<file path="src/hw/rtl/deq_pkg.sv">
`timescale 1ns / 1ps
// deq_pkg: shared types and codes for the double-ended queue unit
// no dependencies

package deq_pkg;

   localparam int OP_WIDTH     = 3;
   localparam int STATUS_WIDTH = 2;

   typedef enum logic [OP_WIDTH-1:0] {
      OP_PUSH_FRONT = 3'd0,
      OP_PUSH_BACK  = 3'd1,
      OP_POP_FRONT  = 3'd2,
      OP_POP_BACK   = 3'd3,
      OP_PEEK_FRONT = 3'd4,
      OP_PEEK_BACK  = 3'd5,
      OP_CLEAR      = 3'd6
   } opcode_type;

   typedef enum logic [STATUS_WIDTH-1:0] {
      ST_OK          = 2'd0,
      ST_EMPTY_ERROR = 2'd1,
      ST_FULL_ERROR  = 2'd2
   } status_type;

   // commands from the controller to the datapath
   typedef struct packed {
      logic load;     // capture request, start slot read
      logic execute;  // update pointers, write slot, load response register
   } deq_cmd_type;

endpackage

</file>
<file path="src/hw/rtl/deq_req_if.sv">
`timescale 1ns / 1ps
// deq_req_if: request channel of the double-ended queue unit
// depends on deq_pkg

interface deq_req_if #(
   parameter int DATA_WIDTH = 32
) ();
   import deq_pkg::*;

   logic                         valid;
   logic                         ready;
   logic [OP_WIDTH-1:0]          operation;
   logic signed [DATA_WIDTH-1:0] data_in;

   modport source (output valid, output operation, output data_in, input ready);
   modport sink   (input valid, input operation, input data_in, output ready);
endinterface

</file>
<file path="src/hw/rtl/deq_rsp_if.sv">
`timescale 1ns / 1ps
// deq_rsp_if: response channel of the double-ended queue unit
// depends on deq_pkg

interface deq_rsp_if #(
   parameter int DATA_WIDTH  = 32,
   parameter int COUNT_WIDTH = 5
) ();
   import deq_pkg::*;

   logic                         valid;
   logic                         ready;
   logic signed [DATA_WIDTH-1:0] data_out;
   logic [STATUS_WIDTH-1:0]      status;
   logic [COUNT_WIDTH-1:0]       item_count;
   logic                         is_empty;

   modport source (output valid, output data_out, output status, output item_count,
                   output is_empty, input ready);
   modport sink   (input valid, input data_out, input status, input item_count,
                   input is_empty, output ready);
endinterface

</file>
<file path="src/hw/rtl/deq_ctrl.sv">
`timescale 1ns / 1ps
// deq_ctrl: request sequencing and response valid for the queue unit
// depends on deq_pkg

module deq_ctrl (
   input  logic                  clock,
   input  logic                  reset,
   input  logic                  req_valid,
   output logic                  req_ready,
   output logic                  rsp_valid,
   input  logic                  rsp_ready,
   output deq_pkg::deq_cmd_type  cmd
);
   import deq_pkg::*;

   typedef enum logic [1:0] {
      S_IDLE = 2'b01,
      S_EXEC = 2'b10
   } state_type;

   state_type state_ff, state_in;
   logic      rsp_valid_ff, rsp_valid_in;

   // take a request only when the response register is free or draining
   assign req_ready   = (state_ff == S_IDLE) && (!rsp_valid_ff || rsp_ready);
   assign cmd.load    = req_valid && req_ready;
   assign cmd.execute = (state_ff == S_EXEC);
   assign rsp_valid   = rsp_valid_ff;

   always_comb begin
      state_in     = state_ff;
      rsp_valid_in = rsp_valid_ff && !rsp_ready;
      unique case (state_ff)
         S_IDLE: begin
            if (cmd.load) begin
               state_in = S_EXEC;
            end
         end
         S_EXEC: begin
            state_in     = S_IDLE;
            rsp_valid_in = 1'b1;
         end
         default: begin
            state_in = S_IDLE;
         end
      endcase
   end

   always_ff @(posedge clock) begin
      if (reset) begin
         state_ff     <= S_IDLE;
         rsp_valid_ff <= 1'b0;
      end else begin
         state_ff     <= state_in;
         rsp_valid_ff <= rsp_valid_in;
      end
   end

endmodule

</file>
<file path="src/hw/rtl/deq_dp.sv">
`timescale 1ns / 1ps
// deq_dp: ring buffer storage, pointers, count and response register
// depends on deq_pkg

module deq_dp #(
   parameter int DEPTH      = 16,
   parameter int DATA_WIDTH = 32
) (
   input  logic                                  clock,
   input  logic                                  reset,
   input  deq_pkg::deq_cmd_type                  cmd,
   input  logic [deq_pkg::OP_WIDTH-1:0]          req_operation,
   input  logic signed [DATA_WIDTH-1:0]          req_data_in,
   output logic signed [DATA_WIDTH-1:0]          rsp_data_out,
   output logic [deq_pkg::STATUS_WIDTH-1:0]      rsp_status,
   output logic [$clog2(DEPTH+1)-1:0]            rsp_item_count,
   output logic                                  rsp_is_empty
);
   import deq_pkg::*;

   localparam int PTR_W   = $clog2(DEPTH);
   localparam int COUNT_W = $clog2(DEPTH + 1);
   localparam logic [PTR_W-1:0]   PTR_LAST   = PTR_W'(DEPTH - 1);
   localparam logic [COUNT_W-1:0] COUNT_FULL = COUNT_W'(DEPTH);

   function automatic logic [PTR_W-1:0] ptr_next(input logic [PTR_W-1:0] p);
      return (p == PTR_LAST) ? '0 : p + PTR_W'(1);
   endfunction

   function automatic logic [PTR_W-1:0] ptr_prev(input logic [PTR_W-1:0] p);
      return (p == '0) ? PTR_LAST : p - PTR_W'(1);
   endfunction

   logic signed [DATA_WIDTH-1:0] slots_mem [DEPTH];

   logic [PTR_W-1:0]             front_ff, front_in;
   logic [PTR_W-1:0]             back_ff, back_in;
   logic [COUNT_W-1:0]           count_ff, count_in;
   logic [OP_WIDTH-1:0]          op_ff;
   logic signed [DATA_WIDTH-1:0] word_ff;
   logic signed [DATA_WIDTH-1:0] rd_data_ff;
   logic signed [DATA_WIDTH-1:0] data_out_ff;
   logic [STATUS_WIDTH-1:0]      status_ff;
   logic [COUNT_W-1:0]           item_count_ff;
   logic                         is_empty_ff;

   logic [PTR_W-1:0]             rd_addr;
   logic [PTR_W-1:0]             wr_addr;
   logic                         wr_en;
   logic signed [DATA_WIDTH-1:0] data_res;
   status_type                   status_res;
   logic                         full;
   logic                         empty;

   assign full  = (count_ff == COUNT_FULL);
   assign empty = (count_ff == '0);

   // back-end reads look at the slot before the back pointer
   assign rd_addr = (req_operation == OP_POP_BACK || req_operation == OP_PEEK_BACK)
                    ? ptr_prev(back_ff) : front_ff;

   always_comb begin
      front_in   = front_ff;
      back_in    = back_ff;
      count_in   = count_ff;
      wr_en      = 1'b0;
      wr_addr    = back_ff;
      data_res   = '0;
      status_res = ST_OK;
      unique case (op_ff)
         OP_PUSH_FRONT: begin
            if (full) begin
               status_res = ST_FULL_ERROR;
            end else begin
               front_in = ptr_prev(front_ff);
               wr_addr  = front_in;
               wr_en    = 1'b1;
               count_in = count_ff + COUNT_W'(1);
            end
         end
         OP_PUSH_BACK: begin
            if (full) begin
               status_res = ST_FULL_ERROR;
            end else begin
               wr_addr  = back_ff;
               wr_en    = 1'b1;
               back_in  = ptr_next(back_ff);
               count_in = count_ff + COUNT_W'(1);
            end
         end
         OP_POP_FRONT, OP_PEEK_FRONT: begin
            if (empty) begin
               status_res = ST_EMPTY_ERROR;
            end else begin
               data_res = rd_data_ff;
               if (op_ff == OP_POP_FRONT) begin
                  front_in = ptr_next(front_ff);
                  count_in = count_ff - COUNT_W'(1);
               end
            end
         end
         OP_POP_BACK, OP_PEEK_BACK: begin
            if (empty) begin
               status_res = ST_EMPTY_ERROR;
            end else begin
               data_res = rd_data_ff;
               if (op_ff == OP_POP_BACK) begin
                  back_in  = ptr_prev(back_ff);
                  count_in = count_ff - COUNT_W'(1);
               end
            end
         end
         OP_CLEAR: begin
            front_in = '0;
            back_in  = '0;
            count_in = '0;
         end
         default: begin
         end
      endcase
   end

   always_ff @(posedge clock) begin
      if (cmd.load) begin
         rd_data_ff <= slots_mem[rd_addr];
      end
      if (cmd.execute && wr_en) begin
         slots_mem[wr_addr] <= word_ff;
      end
   end

   always_ff @(posedge clock) begin
      if (cmd.load) begin
         op_ff   <= req_operation;
         word_ff <= req_data_in;
      end
      if (cmd.execute) begin
         data_out_ff   <= data_res;
         status_ff     <= status_res;
         item_count_ff <= count_in;
         is_empty_ff   <= (count_in == '0);
      end
   end

   always_ff @(posedge clock) begin
      if (reset) begin
         front_ff <= '0;
         back_ff  <= '0;
         count_ff <= '0;
      end else if (cmd.execute) begin
         front_ff <= front_in;
         back_ff  <= back_in;
         count_ff <= count_in;
      end
   end

   assign rsp_data_out   = data_out_ff;
   assign rsp_status     = status_ff;
   assign rsp_item_count = item_count_ff;
   assign rsp_is_empty   = is_empty_ff;

endmodule

</file>
<file path="src/hw/rtl/double_ended_queue_unit.sv">
`timescale 1ns / 1ps
// double_ended_queue_unit: bounded deque of signed words in a ring buffer
// a request is accepted in S_IDLE, where the slot read is registered, and executes in S_EXEC;
// a new one is taken only after that and while the response register is free or draining
// reset: synchronous, active high; clears pointers, count and handshake state
// slot storage is not cleared, entries are only read after they were written
// depends on deq_pkg, deq_req_if, deq_rsp_if, deq_ctrl, deq_dp

module double_ended_queue_unit #(
   parameter int DEPTH      = 16,
   parameter int DATA_WIDTH = 32
) (
   input logic        clock,
   input logic        reset,
   deq_req_if.sink    req_ch,
   deq_rsp_if.source  rsp_ch
);
   import deq_pkg::*;

   localparam int COUNT_W = $clog2(DEPTH + 1);

   // command bundle from the sequencer into the datapath
   deq_cmd_type cmd;

   // controller: S_IDLE accepts the request and starts the slot read,
   // S_EXEC executes the operation and loads the response register;
   // a new request is taken while the response register drains
   deq_ctrl u_ctrl (
      .clock     (clock),
      .reset     (reset),
      .req_valid (req_ch.valid),
      .req_ready (req_ch.ready),
      .rsp_valid (rsp_ch.valid),
      .rsp_ready (rsp_ch.ready),
      .cmd       (cmd)
   );

   // datapath: front/back pointers, stored count, slot memory,
   // error checks and the response payload register
   deq_dp #(
      .DEPTH      (DEPTH),
      .DATA_WIDTH (DATA_WIDTH)
   ) u_dp (
      .clock          (clock),
      .reset          (reset),
      .cmd            (cmd),
      .req_operation  (req_ch.operation),
      .req_data_in    (req_ch.data_in),
      .rsp_data_out   (rsp_ch.data_out),
      .rsp_status     (rsp_ch.status),
      .rsp_item_count (rsp_ch.item_count),
      .rsp_is_empty   (rsp_ch.is_empty)
   );

`ifndef ASSERT_OFF
   // one request in flight at a time
   a_one_in_flight: assert property (@(posedge clock) disable iff (reset)
      req_ch.valid && req_ch.ready |=> !req_ch.ready)
      else $error("request accepted while another is in flight");

   // every accepted request yields a response once it has executed
   a_rsp_follows: assert property (@(posedge clock) disable iff (reset)
      req_ch.valid && req_ch.ready |-> ##2 rsp_ch.valid)
      else $error("response missing after accepted request");

   // reported count never exceeds capacity
   a_count_bound: assert property (@(posedge clock) disable iff (reset)
      rsp_ch.valid |-> rsp_ch.item_count <= COUNT_W'(DEPTH))
      else $error("item count above capacity");

   // empty flag agrees with the count
   a_empty_flag: assert property (@(posedge clock) disable iff (reset)
      rsp_ch.valid |-> rsp_ch.is_empty == (rsp_ch.item_count == '0))
      else $error("empty flag disagrees with item count");
`endif

endmodule
</file>
<file path="src/flat_wrapper.sv">
// flat-port wrapper written by rule: the top's interface ports become plain ports
module double_ended_queue_unit_flat import deq_pkg::*;
#(
   parameter int DEPTH      = 16,
   parameter int DATA_WIDTH = 32
)
  (clock, reset, req_ch_valid, req_ch_operation, req_ch_data_in, req_ch_ready, rsp_ch_valid, rsp_ch_data_out, rsp_ch_status, rsp_ch_item_count, rsp_ch_is_empty, rsp_ch_ready);
  deq_req_if #(.DATA_WIDTH(DATA_WIDTH)) req_ch_i ();
  deq_rsp_if #(.DATA_WIDTH(DATA_WIDTH)) rsp_ch_i ();
  input logic clock;
  input logic reset;
  input wire logic [$bits(req_ch_i.valid)-1:0] req_ch_valid;
  input wire logic [$bits(req_ch_i.operation)-1:0] req_ch_operation;
  input wire logic [$bits(req_ch_i.data_in)-1:0] req_ch_data_in;
  output wire logic [$bits(req_ch_i.ready)-1:0] req_ch_ready;
  output wire logic [$bits(rsp_ch_i.valid)-1:0] rsp_ch_valid;
  output wire logic [$bits(rsp_ch_i.data_out)-1:0] rsp_ch_data_out;
  output wire logic [$bits(rsp_ch_i.status)-1:0] rsp_ch_status;
  output wire logic [$bits(rsp_ch_i.item_count)-1:0] rsp_ch_item_count;
  output wire logic [$bits(rsp_ch_i.is_empty)-1:0] rsp_ch_is_empty;
  input wire logic [$bits(rsp_ch_i.ready)-1:0] rsp_ch_ready;
  assign req_ch_i.valid = req_ch_valid;
  assign req_ch_i.operation = req_ch_operation;
  assign req_ch_i.data_in = req_ch_data_in;
  assign req_ch_ready = req_ch_i.ready;
  assign rsp_ch_valid = rsp_ch_i.valid;
  assign rsp_ch_data_out = rsp_ch_i.data_out;
  assign rsp_ch_status = rsp_ch_i.status;
  assign rsp_ch_item_count = rsp_ch_i.item_count;
  assign rsp_ch_is_empty = rsp_ch_i.is_empty;
  assign rsp_ch_i.ready = rsp_ch_ready;
  double_ended_queue_unit #(.DEPTH(DEPTH), .DATA_WIDTH(DATA_WIDTH)) u_core (.clock(clock), .reset(reset), .req_ch(req_ch_i), .rsp_ch(rsp_ch_i));
endmodule
</file>
<file path="config.mk">
export PLATFORM = sky130hd
export DESIGN_NAME = double_ended_queue_unit_flat
export DESIGN_NICKNAME = d
export VERILOG_FILES = /design/src/hw/rtl/deq_pkg.sv /design/src/hw/rtl/deq_req_if.sv /design/src/hw/rtl/deq_rsp_if.sv /design/src/hw/rtl/deq_ctrl.sv /design/src/hw/rtl/deq_dp.sv /design/src/hw/rtl/double_ended_queue_unit.sv /design/src/flat_wrapper.sv
export SDC_FILE = /design/constraint.sdc
export NUM_CORES = 1
export LEC_CHECK = 0
export ABC_AREA = 1
export BUFFER_PORTS_ARGS = -buffer_cell sky130_fd_sc_hd__buf_2
export CORE_MARGIN = 3
export CORE_UTILIZATION = 60
export DETAILED_ROUTE_END_ITERATION = 10
export PLACE_DENSITY_LB_ADDON = 0.08
export RECOVER_POWER = 50
export SYNTH_ARGS = -nofsm -noshare
export SYNTH_HDL_FRONTEND = slang
export SYNTH_HIERARCHICAL = 1
export SYNTH_SLANG_ARGS = --single-unit
</file>
<file path="constraint.sdc">
create_clock -name clock -period 4.4 [get_ports clock]
set_input_delay 0.44 -clock clock [delete_from_list [all_inputs] [get_ports clock]]
set_output_delay 0.44 -clock clock [all_outputs]
set_load 0.05 [all_outputs]
</file>
==> reports/metrics.csv <==
stage,metric,value,unit
run_status,status,finished with violations,
run_status,violations,"max-capacitance violations, max-slew violations",
logic_synthesis,synthCells,2440,
logic_synthesis,yosysTopAreaCell,edfxtp_1,
critical_path,cp_top_family,buffers and inverters,
timing,hold_viol,0,
logic_synthesis,synth_top_area_share,68.8,%
pwr,irDropWorstVdd,336,µV
timing,rsz0062_at_grt,false,
drt,vias,18000,
logic_synthesis,synth_nets,2485,
logic_synthesis,synthTopCellsByArea,"edfxtp_1 (69%), nand3_1 (10%), nand2_1 (8.7%)",
floorplanning,die-width,218,µm
final_layout,antenna_cells,0,
timing,slew_viol_final,36,
logic_synthesis,syn_avg_cell_area,11.1,µm²
cts,htreeDepth,3,
global_route,grt_max_degree,143,
final_layout,fill_cells,3308,
logic_synthesis,async_flop_share,0,%
cts,clock-root-buffer,clkbuf_16,
critical_path,worstRegToRegCells,4,
timing,fmax,0.279,GHz
logic_synthesis,synth-edff-count,619,
min_path,hold_depth,1,
critical_path,cp-end-kind,register,
drt,drtIter0Drc,2046,
cts,clockBufferDepth,3,
floorplanning,rows,77,
critical_path,critPathArrivalTime,3.87,ns
timing,tns,0,ns
min_path,min_to,u_core/u_dp/word_ff[9]$_DFFE_PP_,
critical_path,crit_chain,nand2_1 > nand3_1 > clkinvlp_2 > buf_4,
global_route,grt_pass1_wl,99600,µm
floorplanning,pin_count,81,
global_route,grt-ovfl-total,0,
final_layout,nNetsFinal,2537,
min_path,hp-start,req_ch_data_in[9],
drt,wire_per_inst,20.6,µm
drt,wl,64500,µm
timing,tightestPinTransition,2.36,ns
pwr,p_leak,12.0,nW
floorplanning,start_util,61.0,%
cts,cts.sinks,635,
critical_path,crit_type,reg -> reg,
drt,dr.pass1.iters,6,
run,maxCapViolCount,1,
critical_path,r2r_end,u_core/u_dp/rd_data_ff[16]$_DFFE_PP_,
cts,post_cts_buffers,0,
drt,ant_nets,0,
logic_synthesis,ys_warn_count,6,
critical_path,cp-start-kind,register,
critical_path,path_max_fanout,35,
logic_synthesis,synth_ff_type,edfxtp_1,
drt,drc_errors,0,
cts,clock_latency,0.59,ns
critical_path,r2r_slack,0.82,ns
floorplanning,core_area,0.0443,mm²
placed_design,dp_hpwl,32300,µm
floorplanning,die_h,218,µm
critical_path,slowest_delay,1.80,ns
logic_synthesis,synth_most_common_cell,nand2_1,
cts,cts.reportedPaths.clkPinSlew,0.06,ns
cts,cts_made_buffers,67,
logic_synthesis,synth_seq_cells,635,
min_path,hold_path_class,in -> reg,
pwr,p_per_area,426,mW/mm²
timing,period_minus_slack,3.58,ns
critical_path,required,4.69,ns
global_route,grtUsageTotal,27.5,%
logic_synthesis,netlist_top_cells_count,"nand2_1 (629), edfxtp_1 (619), nand3_1 (549)",
final_layout,utilization,68.0,%
critical_path,crit_buf_inv,2,
placed_design,place.gp.congestion,0.884,
drt,viasPerCell,5.76,
placed_design,numPortBuffers,80,
global_route,grt_pass1_vias,17600,
global_route,antenna_found_initial,0,
floorplanning,die_area,0.0476,mm²
critical_path,crit_slowest_cell,clkinvlp_2,
logic_synthesis,synthesis.area,0.0270,mm²
final_layout,drive_gt1_share,7.73,%
cts,postCtsResizedCells,0,
timing,slew_headroom,-58.4,%
timing,clock_skew,0.0284,ns
cts,cts_tree,yes,
logic_synthesis,seq_area_frac_synth,70.0,%
critical_path,regToRegStartpoint,u_core/u_ctrl/rsp_valid$_SDFF_PP0_,
timing,fin_crit_sh,81.4,%
timing,setup-violations-final,0,
final_layout,area_growth,11.5,%
logic_synthesis,synth_cell_types,35,
==> logic make-up (layout without fill, tap and decap cells) <==
group           count (synthesis)  after routing  synth area share (%)
fa+ha+maj                       6              6                 0.278
simple gates                 1334           1334                  22.2
flops                         635            635                  70.0
compound gates                 42             42                 0.819
buf+inv                       417            513                  6.57
xor+xnor                        6              6                 0.194
==> stage by stage <==
stage / instances / setup WS [ns] / power, W / hold slack, ns / instance area (µm²)
2_1_floorplan: 2440 / 0.349 / 0.00751 / 0.472 / 27000
3_5_place_dp: 3007 / 1.21 / 0.00778 / 0.507 / 28100
5_1_grt: 3128 / 0.628 / 0.0133 / 0.00501 / 30100
3_3_place_gp: 3007 / 1.23 / 0.00776 / 0.481 / 28100
6_report: 3128 / 0.819 / 0.0128 / 0.0312 / 30100
4_1_cts: 3128 / 1.21 / 0.0129 / 0.000793 / 30200
==> repair_timing <==
action                                 in CTS  in global routing
setup endpoints to repair                   0                  0
hold buffers                                8                  0
endpoints found under the hold margin       8                  0
==> flip-flops by register name, summed over array words and instances, names as in the netlist <==
name / count
u_core/u_dp/rsp_is_empty: 1
u_core/u_dp/slots_mem: 512
u_core/u_dp/op_ff: 3
u_core/u_ctrl/rsp_valid: 1
u_core/u_dp/rsp_data_out: 32
u_core/u_dp/front_ff: 4
u_core/u_dp/rsp_item_count: 5
u_core/u_dp/rsp_status: 2
u_core/u_dp/back_ff: 4
u_core/u_dp/word_ff: 32
u_core/u_dp/rd_data_ff: 32
u_core/u_dp/count_ff: 5
u_core/u_ctrl/state_ff: 2
==> worst max-delay path by stage <==
stage                                                       from  cells past startpoint                                      to  slack [ns]
after CTS                    u_core/u_dp/back_ff[0]$_SDFFE_PP0P_                     13    u_core/u_dp/rd_data_ff[19]$_DFFE_PP_        1.21
after global placement       u_core/u_dp/back_ff[0]$_SDFFE_PP0P_                     13    u_core/u_dp/rd_data_ff[19]$_DFFE_PP_        1.23
after floorplan           u_core/u_ctrl/state_ff[0]$_SDFFE_PP1P_                      7  u_core/u_dp/slots_mem[12][0]$_DFFE_PP_        0.35
after global routing          u_core/u_ctrl/rsp_valid$_SDFF_PP0_                      4       u_core/u_dp/word_ff[20]$_DFFE_PP_        0.63
final                         u_core/u_ctrl/rsp_valid$_SDFF_PP0_                      4    u_core/u_dp/rd_data_ff[16]$_DFFE_PP_        0.82
after detailed placement                     req_ch_operation[2]                     12    u_core/u_dp/rd_data_ff[21]$_DFFE_PP_        1.21
==> power by group <==
part / total (W) / switching (W) / internal (W)
logic: 0.000825 / 0.000589 / 0.000236
registers: 0.00684 / 0.000102 / 0.00674
clock network: 0.00515 / 0.00217 / 0.00298
==> layer usage <==
metal	global-route usage, %	vias to the layer above	part of all wire [%]
met5	0	-	0
met4	9.83	0	2.9
met3	4.95	132	7.7
met2	44.7	784	48
met1	37.9	8725	42
li1	-	8387	-
==> area by class of cell <==
| type | instances | area (µm²) | share of cell area (%) |
|---|---|---|---|
| inverter | 279 | 1050 | 3.48 |
| tap | 592 | 741 | 2.46 |
| multi-input combinational | 1388 | 6550 | 21.7 |
| clock inverter | 26 | 150 | 0.498 |
| timing repair buffer | 121 | 906 | 3.01 |
| sequential | 635 | 18900 | 62.7 |
| clock buffer | 87 | 1830 | 6.09 |
==> cells in the final DEF (no fill, tap or decap), types with 2 or more instances in the layout <==
master and instances:
a21oi_1 17, buf_12 18, buf_2 42, buf_4 15, clkbuf_1 52, clkbuf_16 69, clkbuf_8 4, clkinv_1 14
clkinv_2 9, dfxtp_1 16, dlygate4sd3_1 8, edfxtp_1 619, ha_1 6, inv_1 273, inv_2 4, inv_6 2
nand2_1 629, nand2_8 3, nand3_1 549, nand3b_1 65, nand4_1 5, nor2_1 59, nor2_4 18, o21ai_0 14
o21ai_1 3, o21ai_4 4, or2_2 2, xnor2_1 2, xor2_1 4
Power figures use the tool's default switching activity.
